File: src/cle_pkg.sv
package cle_pkg;

  localparam int CAPACITY = 32;
  localparam int IDX_W    = $clog2(CAPACITY);
  localparam int CNT_W    = $clog2(CAPACITY + 1);
  localparam int DATA_W   = 32;
  localparam int MODE_W   = 3;

  localparam logic [MODE_W-1:0] MODE_START  = 3'd0;
  localparam logic [MODE_W-1:0] MODE_HEAD   = 3'd1;
  localparam logic [MODE_W-1:0] MODE_TAIL   = 3'd2;
  localparam logic [MODE_W-1:0] MODE_AFTER  = 3'd3;
  localparam logic [MODE_W-1:0] MODE_DELETE = 3'd4;
  localparam logic [MODE_W-1:0] MODE_READ   = 3'd5;

  typedef enum logic [1:0] {
    ST_OK       = 2'd0,
    ST_NOTFOUND = 2'd1,
    ST_FULL     = 2'd2,
    ST_EMPTY    = 2'd3
  } status_t;

  // controller to datapath
  typedef struct packed {
    logic    capture;     // latch the input transaction
    logic    start;       // begin a one-element list
    logic    set_st;      // load the pending status code
    status_t st;
    logic    rd_tail;     // read the tail node
    logic    prime_ins;   // set up an insert after the tail
    logic    prime_walk;  // position the walk on the head
    logic    advance;     // step the walk to the next node
    logic    grab_ins;    // set up an insert after the current node
    logic    grab_del;    // set up unlinking of the current node
    logic    ins1;        // write the new node
    logic    ins2;        // relink its predecessor
    logic    del;         // unlink the current node
    logic    emit_elem;   // present a read-out element
    logic    emit_resp;   // present the status transaction
  } cmd_t;

  // datapath to controller
  typedef struct packed {
    logic [MODE_W-1:0]   mode;
    logic                empty;
    logic                full;
    logic                match;
    logic                last;
    logic                can_emit;
    logic [CNT_W-1:0]    count;
    logic [CAPACITY-1:0] in_use;
  } sts_t;

endpackage

File: src/cle_ram.sv
module cle_ram #(
  parameter int WIDTH = 32,
  parameter int DEPTH = 32
) (
  input  logic                     clk,
  input  logic                     we,
  input  logic [$clog2(DEPTH)-1:0] waddr,
  input  logic [WIDTH-1:0]         wdata,
  input  logic [$clog2(DEPTH)-1:0] raddr,
  output logic [WIDTH-1:0]         rdata
);

  logic [WIDTH-1:0] mem [DEPTH];

  always_ff @(posedge clk) begin
    if (we) begin
      mem[waddr] <= wdata;
    end
    rdata <= mem[raddr];
  end

endmodule

File: src/cle_dp.sv
module cle_dp import cle_pkg::*; (
  input  logic                     clk,
  input  logic                     rst,
  input  cmd_t                     cmd,
  output sts_t                     sts,
  input  logic [MODE_W-1:0]        mode,
  input  logic signed [DATA_W-1:0] value,
  input  logic signed [DATA_W-1:0] key,
  output logic                     out_valid,
  input  logic                     out_ready,
  output logic signed [DATA_W-1:0] element,
  output logic [1:0]               status,
  output logic [CNT_W-1:0]         length,
  output logic                     final_res
);

  logic [MODE_W-1:0]   mode_r;
  logic [DATA_W-1:0]   value_r;
  logic [DATA_W-1:0]   key_r;
  logic [IDX_W-1:0]    tail;
  logic [CNT_W-1:0]    count;
  logic [CAPACITY-1:0] in_use;
  logic [IDX_W-1:0]    cur;
  logic [IDX_W-1:0]    prev;
  logic [CNT_W-1:0]    steps;
  logic [IDX_W-1:0]    p_slot;
  logic [IDX_W-1:0]    nl;
  logic [IDX_W-1:0]    t_slot;
  status_t             st_r;

  logic [IDX_W-1:0]  rd_addr;
  logic [DATA_W-1:0] value_q;
  logic [IDX_W-1:0]  link_q;
  logic              val_we;
  logic [IDX_W-1:0]  val_waddr;
  logic              lnk_we;
  logic [IDX_W-1:0]  lnk_waddr;
  logic [IDX_W-1:0]  lnk_wdata;
  logic [IDX_W-1:0]  free_slot;
  logic              can_emit;
  logic              last;

  // lowest free slot
  always_comb begin
    free_slot = '0;
    for (int i = CAPACITY - 1; i >= 0; i--) begin
      if (!in_use[i]) begin
        free_slot = IDX_W'(i);
      end
    end
  end

  assign can_emit = !out_valid || out_ready;
  assign last     = (steps + CNT_W'(1)) == count;

  always_comb begin
    if (cmd.rd_tail) begin
      rd_addr = tail;
    end else if (cmd.prime_walk || cmd.advance) begin
      rd_addr = link_q;
    end else begin
      rd_addr = cur;
    end
  end

  assign val_we    = cmd.start || cmd.ins1;
  assign val_waddr = cmd.start ? '0 : t_slot;
  assign lnk_we    = cmd.start || cmd.ins1 || cmd.ins2 || cmd.del;

  always_comb begin
    if (cmd.start) begin
      lnk_waddr = '0;
      lnk_wdata = '0;
    end else if (cmd.ins1) begin
      lnk_waddr = t_slot;
      lnk_wdata = nl;
    end else if (cmd.ins2) begin
      lnk_waddr = p_slot;
      lnk_wdata = t_slot;
    end else begin
      lnk_waddr = p_slot;
      lnk_wdata = nl;
    end
  end

  cle_ram #(.WIDTH(DATA_W), .DEPTH(CAPACITY)) u_values (
    .clk   (clk),
    .we    (val_we),
    .waddr (val_waddr),
    .wdata (value_r),
    .raddr (rd_addr),
    .rdata (value_q)
  );

  cle_ram #(.WIDTH(IDX_W), .DEPTH(CAPACITY)) u_links (
    .clk   (clk),
    .we    (lnk_we),
    .waddr (lnk_waddr),
    .wdata (lnk_wdata),
    .raddr (rd_addr),
    .rdata (link_q)
  );

  // operand and walk registers
  always_ff @(posedge clk) begin
    if (cmd.capture) begin
      mode_r  <= mode;
      value_r <= value;
      key_r   <= key;
    end
    if (cmd.set_st) begin
      st_r <= cmd.st;
    end
    if (cmd.prime_walk) begin
      cur   <= link_q;
      prev  <= tail;
      steps <= '0;
    end else if (cmd.advance) begin
      cur   <= link_q;
      prev  <= cur;
      steps <= steps + CNT_W'(1);
    end
    if (cmd.prime_ins || cmd.grab_ins) begin
      p_slot <= cmd.prime_ins ? tail : cur;
      nl     <= link_q;
      t_slot <= free_slot;
    end else if (cmd.grab_del) begin
      p_slot <= prev;
      nl     <= link_q;
    end
  end

  // list bookkeeping
  always_ff @(posedge clk) begin
    if (rst) begin
      tail   <= '0;
      count  <= '0;
      in_use <= '0;
    end else if (cmd.start) begin
      tail   <= '0;
      count  <= CNT_W'(1);
      in_use <= CAPACITY'(1);
    end else if (cmd.ins2) begin
      in_use[t_slot] <= 1'b1;
      count          <= count + CNT_W'(1);
      if (mode_r == MODE_TAIL || (mode_r == MODE_AFTER && p_slot == tail)) begin
        tail <= t_slot;
      end
    end else if (cmd.del) begin
      if (count == CNT_W'(1)) begin
        tail   <= '0;
        count  <= '0;
        in_use <= '0;
      end else begin
        in_use[cur] <= 1'b0;
        count       <= count - CNT_W'(1);
        if (cur == tail) begin
          tail <= prev;
        end
      end
    end
  end

  // output register
  always_ff @(posedge clk) begin
    if (rst) begin
      out_valid <= 1'b0;
    end else if (cmd.emit_elem || cmd.emit_resp) begin
      out_valid <= 1'b1;
    end else if (out_ready) begin
      out_valid <= 1'b0;
    end
  end

  always_ff @(posedge clk) begin
    if (cmd.emit_elem) begin
      element   <= value_q;
      status    <= ST_OK;
      length    <= count;
      final_res <= last;
    end else if (cmd.emit_resp) begin
      element   <= '0;
      status    <= st_r;
      length    <= count;
      final_res <= 1'b1;
    end
  end

  always_comb begin
    sts.mode     = mode_r;
    sts.empty    = count == '0;
    sts.full     = count >= CNT_W'(CAPACITY);
    sts.match    = value_q == ((mode_r == MODE_AFTER) ? key_r : value_r);
    sts.last     = last;
    sts.can_emit = can_emit;
    sts.count    = count;
    sts.in_use   = in_use;
  end

endmodule

File: src/cle_ctrl.sv
module cle_ctrl import cle_pkg::*; (
  input  logic clk,
  input  logic rst,
  input  logic in_valid,
  output logic in_ready,
  input  sts_t sts,
  output cmd_t cmd
);

  typedef enum logic [8:0] {
    S_IDLE  = 9'b000000001,
    S_DISP  = 9'b000000010,
    S_FETCH = 9'b000000100,
    S_PRIME = 9'b000001000,
    S_WALK  = 9'b000010000,
    S_INS1  = 9'b000100000,
    S_INS2  = 9'b001000000,
    S_DEL   = 9'b010000000,
    S_RESP  = 9'b100000000
  } state_t;

  state_t state;
  state_t state_next;

  assign in_ready = state == S_IDLE;

  always_comb begin
    cmd        = '0;
    cmd.st     = ST_OK;
    state_next = state;
    case (state)
      S_IDLE: begin
        if (in_valid) begin
          cmd.capture = 1'b1;
          state_next  = S_DISP;
        end
      end
      S_DISP: begin
        state_next = S_FETCH;
        case (sts.mode)
          MODE_START: begin
            cmd.start  = 1'b1;
            cmd.set_st = 1'b1;
            state_next = S_RESP;
          end
          MODE_HEAD, MODE_TAIL: begin
            if (sts.empty) begin
              cmd.start  = 1'b1;
              cmd.set_st = 1'b1;
              state_next = S_RESP;
            end else if (sts.full) begin
              cmd.set_st = 1'b1;
              cmd.st     = ST_FULL;
              state_next = S_RESP;
            end
          end
          MODE_AFTER: begin
            if (sts.empty) begin
              cmd.set_st = 1'b1;
              cmd.st     = ST_EMPTY;
              state_next = S_RESP;
            end else if (sts.full) begin
              cmd.set_st = 1'b1;
              cmd.st     = ST_FULL;
              state_next = S_RESP;
            end
          end
          MODE_DELETE, MODE_READ: begin
            if (sts.empty) begin
              cmd.set_st = 1'b1;
              cmd.st     = ST_EMPTY;
              state_next = S_RESP;
            end
          end
          default: begin
            cmd.set_st = 1'b1;
            state_next = S_RESP;
          end
        endcase
      end
      S_FETCH: begin
        cmd.rd_tail = 1'b1;
        state_next  = S_PRIME;
      end
      S_PRIME: begin
        if (sts.mode == MODE_HEAD || sts.mode == MODE_TAIL) begin
          cmd.prime_ins = 1'b1;
          state_next    = S_INS1;
        end else begin
          cmd.prime_walk = 1'b1;
          state_next     = S_WALK;
        end
      end
      S_WALK: begin
        if (sts.mode == MODE_READ) begin
          if (sts.can_emit) begin
            cmd.emit_elem = 1'b1;
            if (sts.last) begin
              state_next = S_IDLE;
            end else begin
              cmd.advance = 1'b1;
            end
          end
        end else if (sts.match) begin
          if (sts.mode == MODE_AFTER) begin
            cmd.grab_ins = 1'b1;
            state_next   = S_INS1;
          end else begin
            cmd.grab_del = 1'b1;
            state_next   = S_DEL;
          end
        end else if (sts.last) begin
          cmd.set_st = 1'b1;
          cmd.st     = ST_NOTFOUND;
          state_next = S_RESP;
        end else begin
          cmd.advance = 1'b1;
        end
      end
      S_INS1: begin
        cmd.ins1   = 1'b1;
        state_next = S_INS2;
      end
      S_INS2: begin
        cmd.ins2   = 1'b1;
        cmd.set_st = 1'b1;
        state_next = S_RESP;
      end
      S_DEL: begin
        cmd.del    = 1'b1;
        cmd.set_st = 1'b1;
        state_next = S_RESP;
      end
      S_RESP: begin
        if (sts.can_emit) begin
          cmd.emit_resp = 1'b1;
          state_next    = S_IDLE;
        end
      end
      default: begin
        state_next = S_IDLE;
      end
    endcase
  end

  always_ff @(posedge clk) begin
    if (rst) begin
      state <= S_IDLE;
    end else begin
      state <= state_next;
    end
  end

endmodule

File: src/circular_list_engine_unit.sv
// Circular singly linked list of signed 32-bit values held in a store of
// CAPACITY (32) nodes, with the head being the node after the tail. Each
// input transaction names one operation by mode: start a new list, insert
// at head or tail, insert after the first node equal to key, delete the
// first node equal to value, or read the list out. A read-out returns one
// output transaction per element from head to tail, final_res marking the
// last; every other operation returns a single status transaction (ok, not
// found, full, empty) with length giving the element count afterwards.
// New nodes take the lowest free slot. One operation is in flight at a
// time, and search or read-out walks the linked nodes at one node per
// cycle through the registered-read node store, a read-out only while
// the output is not stalled. A new transaction is taken while the last
// result still waits in the output register. After reset the list is
// empty and ready at once.
module circular_list_engine_unit import cle_pkg::*; (
  input  logic                     clk,
  input  logic                     rst,
  input  logic                     in_valid,
  output logic                     in_ready,
  input  logic [MODE_W-1:0]        mode,
  input  logic signed [DATA_W-1:0] value,
  input  logic signed [DATA_W-1:0] key,
  output logic                     out_valid,
  input  logic                     out_ready,
  output logic signed [DATA_W-1:0] element,
  output logic [1:0]               status,
  output logic [CNT_W-1:0]         length,
  output logic                     final_res
);

  cmd_t cmd;
  sts_t sts;

  // sequencing of each operation
  cle_ctrl u_ctrl (
    .clk      (clk),
    .rst      (rst),
    .in_valid (in_valid),
    .in_ready (in_ready),
    .sts      (sts),
    .cmd      (cmd)
  );

  // node store, list registers and output register
  cle_dp u_dp (
    .clk       (clk),
    .rst       (rst),
    .cmd       (cmd),
    .sts       (sts),
    .mode      (mode),
    .value     (value),
    .key       (key),
    .out_valid (out_valid),
    .out_ready (out_ready),
    .element   (element),
    .status    (status),
    .length    (length),
    .final_res (final_res)
  );

  // the occupancy mask and the element count must always agree
  a_count_matches_slots: assert property (@(posedge clk) disable iff (rst)
    $countones(sts.in_use) == 32'(sts.count))
    else $error("slot mask and element count disagree");

  // hold off new transactions while an operation is in flight
  a_one_op: assert property (@(posedge clk) disable iff (rst)
    (in_valid && in_ready) |=> !in_ready)
    else $error("second transaction accepted during an operation");

  // drop element data on every non-ok status
  a_elem_zero: assert property (@(posedge clk) disable iff (rst)
    (out_valid && status != ST_OK) |-> element == '0)
    else $error("element set on a status transaction");

  // never exceed the store capacity
  a_count_bound: assert property (@(posedge clk) disable iff (rst)
    cmd.ins2 |-> !sts.full)
    else $error("insert into a full store");

endmodule

File: config.mk
export PLATFORM = sky130hd
export DESIGN_NAME = circular_list_engine_unit
export DESIGN_NICKNAME = d
export VERILOG_FILES = /design/src/cle_pkg.sv /design/src/cle_ram.sv /design/src/cle_dp.sv /design/src/cle_ctrl.sv /design/src/circular_list_engine_unit.sv
export SDC_FILE = /design/constraint.sdc
export NUM_CORES = 2
export LEC_CHECK = 0
export ABC_AREA = 1
export BUFFER_PORTS_ARGS = -buffer_cell sky130_fd_sc_hd__buf_4
export CAP_MARGIN = 20
export CORE_ASPECT_RATIO = 1.5
export CORE_MARGIN = 2
export CORE_UTILIZATION = 56
export DETAILED_ROUTE_END_ITERATION = 8
export PLACE_DENSITY = 0.72
export SYNTH_ARGS = -nofsm -noshare
export SYNTH_HDL_FRONTEND = slang
export SYNTH_SLANG_ARGS = --single-unit
File: constraint.sdc
create_clock -name clk -period 8.1 [get_ports clk]
set_input_delay 1.215 -clock clk [delete_from_list [all_inputs] [get_ports clk]]
set_output_delay 1.215 -clock clk [all_outputs]
set_load 0.05 [all_outputs]
# After elaboration in Yosys (flattened, before gate mapping)

Memories as Yosys holds them, arrays and structs flattened. A register that Yosys moved wholly into a read port is not among the register bits.
Index checks and enable logic that the tools add are counted.

Add/sub/neg operators: 3
$lt $le $gt $ge: 5
Eq/ne operators: 25
Mux-type cells: 129
Bitwise gates (word level): 3
Reductions and logical operators: 33

Operator list:

| cell                                                                                | count |
|---|---|
| 32-bit two-way mux                                                                  | 6 |
| 5-bit two-way mux                                                                   | 38 |
| 9-bit two-way mux                                                                   | 10 |
| 9-bit case mux with 8 select lines                                                  | 1 |
| 6-bit two-way mux                                                                   | 6 |
| 1-bit two-way mux                                                                   | 34 |
| 3-bit two-way mux                                                                   | 11 |
| 32-bit AND                                                                          | 1 |
| 32-bit == test                                                                      | 1 |
| 4-bit two-way mux                                                                   | 8 |
| 32-bit inverter                                                                     | 1 |
| 32-bit bitwise OR                                                                   | 1 |
| 9-bit case mux with 2 select lines                                                  | 1 |
| 16-bit AND reduction                                                                | 1 |
| 6-bit by 1-bit adder with 6-bit output, second input constant                       | 2 |
| 5-bit by 6-bit < comparator with 1-bit output, second input constant                | 2 |
| 2-bit two-way mux                                                                   | 6 |
| 1-bit demux with 5-bit select                                                       | 2 |
| 5-bit == test                                                                       | 2 |
| 5-bit by 1-bit greater-or-equal comparator with 1-bit output, second input constant | 2 |
| 2-bit nonzero test                                                                  | 5 |
| 9-bit by 1-bit == test with 1-bit output, second input constant                     | 1 |
| 9-bit by 2-bit == test with 1-bit output, second input constant                     | 1 |
| 9-bit by 3-bit == test with 1-bit output, second input constant                     | 1 |
| other kinds (34)                                                                    | 54 |

Register bits: 194
Bits in writable memories: 1184
Input port bits: 71
Output and inout bits: 43
Memories: 2

Memory list:

| name              | depth | width | rd ports | clocked after Yosys merged registers in | write ports | line          | RTL |
|---|---|---|---|---|---|---|---|
| u_dp.u_values.mem | 32    | 32    | 1        | 1                                       | 1           | cle_ram.sv:13 | `logic [WIDTH-1:0] mem [DEPTH];` |
| u_dp.u_links.mem  | 32    | 5     | 1        | 1                                       | 1           | cle_ram.sv:13 |  |

# Depth between registers and ports, before layout

Word-level depth: 31
Gate-level depth with buffers: 31

# Modules after synthesis

Synthesis repeated with hierarchy kept, for this count alone.

Cell total of the unflattened synthesis: 5135
Area total of the unflattened synthesis: 58524.9 µm²

By module, submodules not included:

| module                   | instances | cells an instance | area an instance (µm²) | seq. area each (µm²) |
|---|---|---|---|---|
| cle_ram at u_dp.u_values | 1         | 3536              | 42405.7                | 31390.1 |
| cle_dp                   | 1         | 863               | 8476.9                 | 5034.8 |
| cle_ram at u_dp.u_links  | 1         | 595               | 6796.5                 | 4904.7 |
| cle_ctrl                 | 1         | 141               | 845.8                  | 180.2 |

# Worst setup path before layout

OpenSTA, ideal clock, no wires.

Kind: input to register
Start: in in_valid
End: reg u_dp.key_r[0] (enable)
Setup time: 0.493 ns
Data arrival time: 4.032 ns
Required time: 7.607 ns
Path slack: 3.575 ns
Stages: 2
Buffers on the path: 0
Cell sequence: inv_1 -> nor2_1

RTL lines:

| element              | line                            | RTL |
|---|---|---|
| start, declared      | circular_list_engine_unit.sv:18 | `input logic in_valid,` |
| end signal, assigned | cle_dp.sv:109                   | `key_r <= key;` |
| end, declared        | cle_dp.sv:19                    | `logic [DATA_W-1:0] key_r;` |

# Worst setup path after layout

Start: reg u_dp.mode_r[1]
End: reg u_dp.u_values.rdata[10], read port of u_dp.u_values.mem

Cells in the longest elaborated chain, start to end: 9
Elaborated cells between the ends (all ways): 15
Classes of those cells: 5 x eq/ne; 8 x mux; 2 x reduce/logical

Ends and longest elaborated chain:

| element                                  | line            | RTL |
|---|---|---|
| start, declared                          | cle_dp.sv:17    | `logic [MODE_W-1:0] mode_r;` |
| start signal, assigned                   | cle_dp.sv:107   | `mode_r <= mode;` |
| 3-bit by 2-bit == test with 1-bit output | cle_dp.sv:193   | `sts.match = value_q == ((mode_r == MODE_AFTER) ? key_r : value_r);` |
| 32-bit two-way mux                       | cle_dp.sv:193   |  |
| 32-bit == test                           | cle_dp.sv:193   |  |
| 1-bit two-way mux                        | cle_ctrl.sv:104 | `end else if (sts.match) begin` |
| 1-bit two-way mux                        | cle_ctrl.sv:95  | `if (sts.mode == MODE_READ) begin` |
| 3-bit two-way mux                        | cle_ctrl.sv:31  | `case (state)` |
| 1-bit logical OR *                       | cle_dp.sv:59    | `end else if (cmd.prime_walk \|\| cmd.advance) begin` |
| 5-bit two-way mux *                      | cle_dp.sv:59    |  |
| 5-bit two-way mux *                      | cle_dp.sv:57    | `if (cmd.rd_tail) begin` |
| end, declared                            | cle_ram.sv:10   | `output logic [WIDTH-1:0] rdata` |

Every way passes the cells marked *; elsewhere a longest branch is shown, timed or not.
A chain may end at the register's enable or synchronous reset.

==> results.md <==
- Status: finished, final reports clean
- RSZ-0062 raised after global routing: false
- Final Power: 14.6 mW
- CTS tree: done
- Clock root cell: clkbuf_16
- Arrival time worst endpoint: 7.05 ns
- Worst Setup SP: u_dp.mode_r[1]$_DFFE_PP_
- Placer congestion estimate: 0.959
- Max cap viols: 0
- Gr ovfl total: 0
- First-pass GRT wire length: 258000 µm
- Final Util: 0.620
- Routed vias/inst: 5.63
- Leakage Power: 29.4 nW
- Number of fill cells in the layout: 8615
- Ys async rst share: 0
- Hold Fails Final Rpt: 0
- Most common cell after layout, fill and taps aside: nand2_1
- Drt first-iter violations: 5038
- Min Clock Period, post-route: 6.41 ns
- Initial antenna violation count: 5
- Top_reg_cell synth: edfxtp_1
- Largest net degree at the start of global routing: 199
- Worst setup path category: reg2reg
- Sw power: 3.14 mW
- DP HPWL: 98000 µm
- Yosys cell types: 44
- Max Clk Rate: 156 MHz
- Pint: 11.4 mW
- Synthesized Nets: 6311
- Reg clk slew, reported paths: 0.07 ns
- Hold Crit Class: reg2reg
- DP Area: 0.0648 mm²
- Comb pwr share: 0.036
- Drt pass-1 iters: 6
- Initial Util: 0.562
- CORE AREA: 0.111 mm²
- CTS Hold Bufs: 0
- Setup violations, final: 0
- WL/cell: 22.5 µm
- Die X: 277 µm
- # IOs: 114
- Die outline height: 413 µm
- Post-synth EDFFs: 1317
- CTS H-Tree Depth: 3
- Total track usage: 0.306
- Routed WL: 176000 µm
- Via count: 44106
- Worst hold slack: 0.498 ns
- Crit-path max FO: 109
- Slew Limit Fails: 0
- Worst-skew pair later-pin latency: 0.77 ns
- RR Startpoint: u_dp.mode_r[1]$_DFFE_PP_
- Slew headroom: 0.162
- Ys Warns: 0
- Peak supply drop: 0.207 mV
- Clock Path Buffers: 3
- Post-Syn Area: 0.0624 mm²
- Switching Fraction: 0.215
- FF+latch count, synth: 1415
- Most frequent cells in the layout: 1449 x nand2_1, 1350 x inv_1, 1317 x edfxtp_1
- TNS Setup: 0 ns
- Clock sinks: 1415
- Fin crit share: 0.791
- Nets: 6357
- Setup Buffers After CTS: 0
- Num rows: 150
- Die ar.: 0.114 mm²
- Post-synthesis sequential area ratio: 0.665
- Post-Syn Instances: 6235
- Clock Power Share: 0.401
- Top-area cell type share of the netlist area: 0.633
- Worst Setup End Kind: flip-flop
- Layout area overhead: 10.4%
- Hold Crit Start: u_ctrl.state[4]$_SDFFE_PP0P_
- Post-CTS resize count: 0
- Crit path required time: 8.74 ns
- Area contributors post-synth: edfxtp_1 63%, nand3_1 9.6%, nand2_1 8.7%
- Reg power frac: 0.564
- Design Area, Final: 0.0689 mm²
- Routed Antenna Nets: 0
- DRC: 0
- Number of buffers added on ports: 113
- Area leader, netlist: edfxtp_1
- Vias in the first global route: 42841
- Number of CTS-inserted buffers: 121
- Syn_area_per_cell: 10.0 µm²
- Pwr dens: 212 mW/mm²
- Clock Skew: 0.0340 ns
- CP Launch Type: flip-flop
- Tightest Pin Transition: 1.26 ns
- Layout cells sized above 1: 0.0742
[flip-flops by register name, summed over array words and instances (netlist names), 6 cells and up]
name,cells
u_dp.steps,6
u_ctrl.state,9
u_dp.length,6
u_dp.element,32
u_dp.key_r,32
u_dp.value_r,32
u_dp.u_values.rdata,32
u_dp.u_values.mem,1024
u_dp.count,6
u_dp.u_links.mem,160
u_dp.in_use,32
[cells in the mapped netlist (all sizes together), types with 11 or more instances]
master and n:
o21ai 67, inv 1355, clkbuf 49, a211oi 19, nor2 188, nand2 1454, dfxtp 98, nor3 52
or2 14, nand3 1197, nand4 11, xor2 39, a21oi 68, a31oi 17, buf 246, edfxtp 1317
[metrics by stage]
step	cells	worst slack [ns]
floorplan	6235	3.57
global placement	7590	1.94
detailed placement	7596	1.86
CTS	7827	1.81
global route	7834	1.27
finish	7836	1.69
[power by group through the flow]
| stage | Clock (mW) | Combinational (mW) | Sequential [mW] |
|---|---|---|---|
| 4_1_cts | 5.87 | 0.471 | 8.24 |
| 2_1_floorplan | 0 | 0.149 | 8.47 |
| 6_report | 5.85 | 0.519 | 8.22 |
| 3_3_place_gp | 0 | 0.450 | 8.40 |
| 5_1_grt | 6.14 | 0.544 | 8.22 |
| 3_5_place_dp | 0 | 0.469 | 8.40 |
[layout make-up]
cell class | instances | area [µm²] | area share
sequential | 1415 | 41500 | 0.602
timing repair buffer | 218 | 1920 | 0.0279
clock inverter | 82 | 743 | 0.0108
antenna | 3 | 7.51 | 0.000109
tap | 1444 | 1810 | 0.0262
clock buffer | 149 | 3260 | 0.0473
inverter | 1356 | 5100 | 0.0741
multi-input combinational | 3169 | 14600 | 0.211
[kinds of logic (layout without fill, tap and decap cells)]
family	count (synthesis)	after routing	share of synthesized area
other cells	0	3	0
xor+xnor	42	42	0.00589
buf+inv	1651	1805	0.107
flops	1415	1415	0.665
compound gates	200	200	0.0186
simple gates	2922	2922	0.203
fa+ha+maj	5	5	0.00100
[metal layers]
metal / vias to the layer above / global-route usage / part of all wire
met5: - / 0 / 0
met4: 0 / 0.227 / 0.082
met3: 547 / 0.0499 / 0.093
met2: 2381 / 0.518 / 0.48
met1: 20958 / 0.353 / 0.34
li1: 20220 / - / -
[worst paths after layout]
path | to | slack, ns | cells after the start
worst max register to register | u_dp.u_values.rdata[10]$_DFF_P_ | 1.69 | 24
worst max-delay path | u_dp.u_values.rdata[10]$_DFF_P_ | 1.69 | 24
worst min register to register | u_ctrl.state[4]$_SDFFE_PP0P_ | 0.50 | 2
worst min-delay path | u_ctrl.state[4]$_SDFFE_PP0P_ | 0.50 | 2
[worst max-delay path, cell delays in order, from the launching register on]
cell      delay (ns)
edfxtp_1        0.42
nand2_1         0.13
nor2_4          0.42
buf_4           0.38
nand2_1         0.11
o21ai_1         0.11
xor2_1          0.17
nand2_1         0.07
nor3_1          0.19
nand2_1         0.09
nor2_1          0.10
nand2_1         0.13
nand3_2         0.15
nand3_4         0.24
nand2_1         0.21
nand3_4         0.64
nand2_8         0.83
buf_4           0.99
nand2_1         0.15
nand3_1         0.15
nand3_1         0.12
nand3_1         0.14
nand2_1         0.06
nand2_1         0.08
nand2_1         0.06
No activity file was read; power rests on OpenSTA's default activity.
